**src/design/bmhq_pkg.sv**
```systemverilog
package bmhq_pkg;

  // Fixed field widths
  localparam int unsigned KEY_W = 32;
  localparam int unsigned CAP_W = 9;
  localparam int unsigned OCC_W = 9;

  // Parameter defaults
  localparam int unsigned DEPTH_DEF       = 256;
  localparam int unsigned HANDLE_BITS_DEF = 9;

  // Capacity register after reset
  localparam logic [CAP_W-1:0] CAP_RESET = 9'd256;

  // Action codes
  localparam logic ACT_ENQ = 1'b0;
  localparam logic ACT_DEQ = 1'b1;

  // Controller states
  typedef enum logic [2:0] {
    ST_IDLE,
    ST_UP_CMP,
    ST_DN_ROOT,
    ST_DN_LAST,
    ST_DN_LEFT,
    ST_DN_RIGHT,
    ST_PLACE,
    ST_DONE
  } state_e;

endpackage

```
**src/design/bmhq_ctrl.sv**
```systemverilog
module bmhq_ctrl #(
  parameter int unsigned DEPTH       = bmhq_pkg::DEPTH_DEF,
  parameter int unsigned HANDLE_BITS = bmhq_pkg::HANDLE_BITS_DEF,
  localparam int unsigned AW    = $clog2(DEPTH),
  localparam int unsigned CNT_W = $clog2(DEPTH + 1),
  localparam int unsigned CMP_W = (CNT_W > bmhq_pkg::CAP_W) ? CNT_W : bmhq_pkg::CAP_W,
  localparam int unsigned DW    = bmhq_pkg::KEY_W + HANDLE_BITS
) (
  input  logic                      clk_i,
  input  logic                      rst_ni,
  // item request
  input  logic                      in_valid_i,
  output logic                      in_ready_o,
  input  logic                      action_i,
  input  logic [DW-1:0]             entry_i,
  input  logic [CMP_W-1:0]          eff_cap_i,
  // result
  output logic                      res_valid_o,
  input  logic                      res_ready_i,
  output logic                      res_ok_o,
  output logic [DW-1:0]             res_entry_o,
  output logic [CNT_W-1:0]          count_o,
  // memory port
  output logic                      mem_we_o,
  output logic [AW-1:0]             mem_waddr_o,
  output logic [DW-1:0]             mem_wdata_o,
  output logic                      mem_re_o,
  output logic [AW-1:0]             mem_raddr_o,
  input  logic [DW-1:0]             mem_rdata_i
);

  localparam int unsigned KW = bmhq_pkg::KEY_W;

  bmhq_pkg::state_e state_q, state_d;
  logic [CNT_W-1:0] cnt_q, cnt_d;
  logic [CNT_W-1:0] hole_q, hole_d;
  logic [DW-1:0]    elem_q, elem_d;
  logic [DW-1:0]    child_q, child_d;
  logic [DW-1:0]    res_q, res_d;
  logic             res_ok_q, res_ok_d;

  // Control registers
  always_ff @(posedge clk_i or negedge rst_ni) begin
    if (!rst_ni) begin
      state_q  <= bmhq_pkg::ST_IDLE;
      cnt_q    <= '0;
      res_ok_q <= 1'b0;
    end else begin
      state_q  <= state_d;
      cnt_q    <= cnt_d;
      res_ok_q <= res_ok_d;
    end
  end

  // Working entries and position
  always_ff @(posedge clk_i) begin
    hole_q  <= hole_d;
    elem_q  <= elem_d;
    child_q <= child_d;
    res_q   <= res_d;
  end

  // Sequencer: hole-based sift, the moving entry stays in elem_q until placed
  always_comb begin
    logic [CNT_W-1:0] hole_m1;
    logic [CNT_W-1:0] parent;
    logic [CNT_W-1:0] cnt_p1;
    logic [CNT_W:0]   twoh;
    logic [CNT_W:0]   twoh1;
    logic [CNT_W:0]   twoc;
    logic [CNT_W:0]   cnt_x;
    logic [CNT_W-1:0] cpos;
    logic [DW-1:0]    cand;
    logic             step;
    logic             right_lt;

    state_d     = state_q;
    cnt_d       = cnt_q;
    hole_d      = hole_q;
    elem_d      = elem_q;
    child_d     = child_q;
    res_d       = res_q;
    res_ok_d    = res_ok_q;
    mem_we_o    = 1'b0;
    mem_waddr_o = '0;
    mem_wdata_o = elem_q;
    mem_re_o    = 1'b0;
    mem_raddr_o = '0;
    step        = 1'b0;
    cand        = mem_rdata_i;

    hole_m1  = hole_q - 1'b1;
    parent   = hole_q >> 1;
    cnt_p1   = cnt_q + 1'b1;
    twoh     = {hole_q, 1'b0};
    twoh1    = twoh + 1'b1;
    cnt_x    = {1'b0, cnt_q};
    cpos     = twoh[CNT_W-1:0];
    right_lt = mem_rdata_i[KW-1:0] < child_q[KW-1:0];

    unique case (state_q)
      bmhq_pkg::ST_IDLE: begin
        if (in_valid_i) begin
          res_d    = '0;
          res_ok_d = 1'b0;
          if (action_i == bmhq_pkg::ACT_ENQ) begin
            if (CMP_W'(cnt_q) >= eff_cap_i) begin
              state_d = bmhq_pkg::ST_DONE;
            end else begin
              cnt_d    = cnt_p1;
              hole_d   = cnt_p1;
              elem_d   = entry_i;
              res_ok_d = 1'b1;
              if (cnt_q == '0) begin
                state_d = bmhq_pkg::ST_PLACE;
              end else begin
                mem_re_o    = 1'b1;
                mem_raddr_o = AW'((cnt_p1 >> 1) - 1'b1);
                state_d     = bmhq_pkg::ST_UP_CMP;
              end
            end
          end else begin
            if (cnt_q == '0) begin
              state_d = bmhq_pkg::ST_DONE;
            end else begin
              cnt_d       = cnt_q - 1'b1;
              res_ok_d    = 1'b1;
              mem_re_o    = 1'b1;
              mem_raddr_o = '0;
              state_d     = bmhq_pkg::ST_DN_ROOT;
            end
          end
        end
      end
      bmhq_pkg::ST_UP_CMP: begin
        // parent entry is on the read port
        if (elem_q[KW-1:0] < mem_rdata_i[KW-1:0]) begin
          mem_we_o    = 1'b1;
          mem_waddr_o = hole_m1[AW-1:0];
          mem_wdata_o = mem_rdata_i;
          hole_d      = parent;
          if (parent > CNT_W'(1)) begin
            mem_re_o    = 1'b1;
            mem_raddr_o = AW'((parent >> 1) - 1'b1);
          end else begin
            state_d = bmhq_pkg::ST_PLACE;
          end
        end else begin
          state_d = bmhq_pkg::ST_PLACE;
        end
      end
      bmhq_pkg::ST_DN_ROOT: begin
        // capture the minimum, fetch the tail entry
        res_d = mem_rdata_i;
        if (cnt_q == '0) begin
          state_d = bmhq_pkg::ST_DONE;
        end else begin
          mem_re_o    = 1'b1;
          mem_raddr_o = cnt_q[AW-1:0];
          state_d     = bmhq_pkg::ST_DN_LAST;
        end
      end
      bmhq_pkg::ST_DN_LAST: begin
        elem_d = mem_rdata_i;
        hole_d = CNT_W'(1);
        if (cnt_x >= (CNT_W + 1)'(2)) begin
          mem_re_o    = 1'b1;
          mem_raddr_o = AW'(1);
          state_d     = bmhq_pkg::ST_DN_LEFT;
        end else begin
          state_d = bmhq_pkg::ST_PLACE;
        end
      end
      bmhq_pkg::ST_DN_LEFT: begin
        child_d = mem_rdata_i;
        if (twoh1 <= cnt_x) begin
          mem_re_o    = 1'b1;
          mem_raddr_o = twoh[AW-1:0];
          state_d     = bmhq_pkg::ST_DN_RIGHT;
        end else begin
          step = 1'b1;
          cand = mem_rdata_i;
          cpos = twoh[CNT_W-1:0];
        end
      end
      bmhq_pkg::ST_DN_RIGHT: begin
        // right child wins only when strictly smaller
        step = 1'b1;
        cand = right_lt ? mem_rdata_i : child_q;
        cpos = right_lt ? twoh1[CNT_W-1:0] : twoh[CNT_W-1:0];
      end
      bmhq_pkg::ST_PLACE: begin
        mem_we_o    = 1'b1;
        mem_waddr_o = hole_m1[AW-1:0];
        mem_wdata_o = elem_q;
        state_d     = bmhq_pkg::ST_DONE;
      end
      bmhq_pkg::ST_DONE: begin
        if (res_ready_i) begin
          state_d = bmhq_pkg::ST_IDLE;
        end
      end
      default: begin
        state_d = bmhq_pkg::ST_IDLE;
      end
    endcase

    // One sift-down level: move the smaller child up, or place the entry
    twoc = {cpos, 1'b0};
    if (step) begin
      if (elem_q[KW-1:0] > cand[KW-1:0]) begin
        mem_we_o    = 1'b1;
        mem_waddr_o = hole_m1[AW-1:0];
        mem_wdata_o = cand;
        hole_d      = cpos;
        if (twoc <= cnt_x) begin
          mem_re_o    = 1'b1;
          mem_raddr_o = AW'(twoc - 1'b1);
          state_d     = bmhq_pkg::ST_DN_LEFT;
        end else begin
          state_d = bmhq_pkg::ST_PLACE;
        end
      end else begin
        state_d = bmhq_pkg::ST_PLACE;
      end
    end
  end

  assign in_ready_o  = (state_q == bmhq_pkg::ST_IDLE);
  assign res_valid_o = (state_q == bmhq_pkg::ST_DONE);
  assign res_ok_o    = res_ok_q;
  assign res_entry_o = res_q;
  assign count_o     = cnt_q;

  // A read never targets the entry written in the same cycle
  a_no_rw_clash: assert property (@(posedge clk_i) disable iff (!rst_ni)
    mem_we_o && mem_re_o |-> mem_waddr_o != mem_raddr_o)
    else $error("read and write hit the same heap entry");

  // Count stays within the storage
  a_cnt_range: assert property (@(posedge clk_i) disable iff (!rst_ni)
    (CNT_W + 1)'(cnt_q) <= (CNT_W + 1)'(DEPTH))
    else $error("entry count beyond depth");

  // Count moves only when an item is taken
  a_cnt_step: assert property (@(posedge clk_i) disable iff (!rst_ni)
    cnt_q != $past(cnt_q) |-> $past(state_q) == bmhq_pkg::ST_IDLE)
    else $error("entry count changed outside item accept");

  // Enqueue at capacity is refused at once
  a_full_refuse: assert property (@(posedge clk_i) disable iff (!rst_ni)
    in_valid_i && in_ready_o && action_i == bmhq_pkg::ACT_ENQ &&
    CMP_W'(cnt_q) >= eff_cap_i |=> state_q == bmhq_pkg::ST_DONE && !res_ok_q)
    else $error("enqueue on full heap not refused");

endmodule

```
**config.mk**
```make
export PLATFORM = sky130hd
export DESIGN_NAME = bmhq_ctrl
export DESIGN_NICKNAME = d
export VERILOG_FILES = /design/src/design/bmhq_pkg.sv /design/src/design/bmhq_ctrl.sv
export SDC_FILE = /design/constraint.sdc
export NUM_CORES = 1
export LEC_CHECK = 0
export BUFFER_PORTS_ARGS = -buffer_cell sky130_fd_sc_hd__buf_4
export CELL_PAD_IN_SITES_DETAIL_PLACEMENT = 1
export CELL_PAD_IN_SITES_GLOBAL_PLACEMENT = 1
export CORE_MARGIN = 1
export CORE_UTILIZATION = 40
export DETAILED_ROUTE_END_ITERATION = 7
export GPL_TIMING_DRIVEN = 0
export PLACE_DENSITY_LB_ADDON = 0.1
export SYNTH_ARGS = -nofsm -noshare
export SYNTH_HDL_FRONTEND = slang
export SYNTH_SLANG_ARGS = --single-unit
```
**constraint.sdc**
```tcl
create_clock -name clk_i -period 5.8 [get_ports clk_i]
set_input_delay 0.58 -clock clk_i [delete_from_list [all_inputs] [get_ports clk_i]]
set_output_delay 0.58 -clock clk_i [all_outputs]
set_load 0.03 [all_outputs]
```
==> flow_summary.toml <==
[synthesis]
synth_top_cell_area_share_pct = 35.0
synth_top_cell_by_area = "edfxtp_1"
synth_common_cells = "inv_1 (151), ha_1 (126), edfxtp_1 (123)"
synth_seq_cells = 145
synth-edff-count = 123
synth-seq-area-share_pct = 39.8
synth_top_family_by_area = "compound AO/OA/AOI/OAI gates"
yosysUniqueCellTypes = 74
syn_inst = 1141
synth_most_common_cell = "inv_1"
synth.area.mux_share_pct = 1.02
yosysWarnings = 0
synth_area_leaders = "edfxtp_1 (35%), ha_1 (15%), inv_1 (5.4%), a21oi_1 (4.2%), nor2_1 (3.5%)"
synth_nets = 1363
yosys_most_used_dff = "edfxtp_1"
synth-async-reset-ratio_pct = 8.97
syn_area_per_cell_um2 = 9.26
synth-xor-area-share_pct = 2.74
synth_compound_area_share_pct = 19.5
netlist_area_um2 = 10600
synth_simple_gate_area_share_pct = 14.4
yosys.area_share.adder_pct = 14.9

[timing]
fin_ws_ns = -0.245
max_freq_mhz = 165
final.setup_skew_ns = 0.0127
finalCritPeriodShare_pct = 104
hold_ws_ns = 0.321
post-route-min-period_ns = 6.04
finalMaxSlewViolations = 0
setup_viol = 39
hold_violations = 0
rsz0062_at_grt = "yes"
max-slew-margin-rel_pct = 22.9
worst_pin_slew_ns = 1.14

[placed_design]
dp_cells = 1688
port_buffers = 207
post-place-ws_ns = -1.22
hpwl_um = 28100
finalWeightedCongestion = 0.889

[routing]
ant_nets = 0
via_per_inst = 5.80
route.detailed.drc = 0
routed_wl_um = 38900
first_pass_iters = 6
avgRoutedWirePerCell_um = 22.2
vias = 10200
drt_iter0_markers = 867

[status]
status = "complete, but fails checks"
violations = "negative setup slack"

[floorplanning]
die_h_um = 165
die_w_um = 165
core_region_area_um2 = 26000
dieArea_um2 = 27100
ios = 208
row_count = 59
start_util_pct = 40.6

[flow_run]
drv_cap = 0

[cells_and_area]
final_cells = 1754
multi_input_area_um2 = 5930
regArea_um2 = 4200
num-fill-cells = 2988
n_antenna_cell = 0
area_growth_syn_to_layout_pct = 33.3
final_layout_size_suffix_gt1_share_pct = 26.6
nets = 1628

[clock_tree]
clkLatencyLatePin_ns = 0.44
cts_tree = "done"
clk_pin_slew_ns = 0.07
htree_levels = 4
cts_buffers = 17
cts-root-buf = "clkbuf_16"
clockBufferDepth = 2
numClockSinks = 145

[worst_setup_path]
cp_max_fo = 10
crit_arrival_ns = 5.46
cp-start-kind = "register"
critPathCaptureType = "primary output"
required_ns = 5.22
worst-setup-path-type = "register to primary output"
reg2regPathDepth = 19

[worst_hold_path]
hold_path_class = "input pin to register"
hold-path-cell-count = 1

[power_and_ir_drop]
power_density_nw_per_um2 = 506
leakage_nw = 6.23
ir_drop_mv = 0.316

[global_routing]
grt_pass1_vias = 10500
grt_antenna_before_repair = 0
grt_pass1_wl_um = 57600
track_usage_pct = 28.3
globalRoute.totalOverflow = 0
grt_max_degree = 30
## cells in the final DEF (no fill, tap or decap), drive strengths merged, types with 9 or more instances in the layout
master and instances:
buf 265, nand3 32, edfxtp 123, clkbuf 50
a222oi 35, a21o 13, nand2 93, a31oi 13
o21ai 70, ha 126, xnor2 27, nand4 19
dfxtp 9, a21oi 90, dfrtp 13, nor2 99
a22oi 10, inv 160, a221oi 15, nor3 34
nand2b 9
## registers in the layout, summed over array words and instances, names as in the netlist
| name | cells |
|---|---|
| child_q | 41 |
| res_ok_o | 1 |
| res_entry_o | 41 |
| count_o | 9 |
| hole_q | 9 |
| elem_q | 41 |
| state_q | 3 |
## final timing paths
path / endpoint / slack, ns / from
max: mem_wdata_o[31] / -0.24 / child_q[14]$_DFFE_PP_
min: child_q[36]$_DFFE_PP_ / 0.32 / mem_rdata_i[36]
max reg2reg: state_q[1]$_DFFE_PN0P_ / 1.05 / child_q[14]$_DFFE_PP_
min reg2reg: res_ok_o$_DFFE_PN0P_ / 0.49 / res_ok_o$_DFFE_PN0P_
max in group asynchronous: count_o[0]$_DFFE_PN0P_ / 5.06 / rst_ni
min in group asynchronous: count_o[2]$_DFFE_PN0P_ / 0.54 / rst_ni
## worst max-delay path: stages (launching register included)
cell and delay [ns]:
edfxtp_1 0.34, inv_2 0.06, ha_4 0.27, nand4_1 0.14
nor3_2 0.28, or4b_4 0.53, a31oi_4 0.27, o21ai_4 0.13
buf_6 0.17, clkbuf_8 0.17, a21oi_2 0.15, ha_1 0.25
nor2b_1 0.13, o211a_1 0.24, a2111oi_4 0.30, o21ai_2 0.11
a21o_1 0.26, a31o_4 0.34, buf_8 0.17, a222oi_1 0.42
buf_4 0.26
## area by class of cell
class | instances | area share, %
Multi-Input combinational cell | 792 | 42.1
Sequential cell | 145 | 29.8
Timing Repair Buffer | 247 | 13.8
Inverter | 151 | 4.02
Clock buffer | 17 | 3.02
Tap cell | 335 | 2.98
Buffer | 52 | 2.69
Clock inverter | 15 | 1.52
## logic make-up (layout without fill, tap and decap cells)
| kind of cell | count (synthesis) | after routing |
|---|---|---|
| fa+ha+maj | 126 | 126 |
| buf+inv | 205 | 482 |
| xor+xnor | 33 | 33 |
| compound gates | 298 | 298 |
| flops | 145 | 145 |
| simple gates | 324 | 325 |
| mux | 10 | 10 |
## power by group
part	switching, mW	internal (mW)
Sequential	0.161	1.42
Clock	0.530	0.702
Combinational	2.69	1.63
## routing by layer
layer	vias up	routed length (µm)	global-route usage, %
li1	4731	-	-
met1	4999	16300	34.4
met2	360	19200	49.3
met3	87	2170	5.17
met4	0	1140	11.3
met5	-	0	0
## through the flow
stage          power, mW  TNS (ns)  util (%)  instance area, µm²
6_report            7.13     -3.34      54.2               14100
5_1_grt             7.49    -11.48      54.2               14100
2_1_floorplan       4.04         0         -               10600
4_1_cts             6.79         0      52.4               13600
3_5_place_dp        5.40    -55.83      48.6               12600
3_3_place_gp        5.31    -86.97      48.2               12500
## what timing repair did
action / 4_1_cts / 5_1_grt
endpoints found under the hold margin: 13 / 0
setup endpoints to repair: 59 / 59
gates cloned: 0 / 3
hold buffers: 1 / 0
gates resized for setup: 60 / 72
pin swaps: 19 / 52
setup buffers: 10 / 22
(Power assumes the default switching activity.)
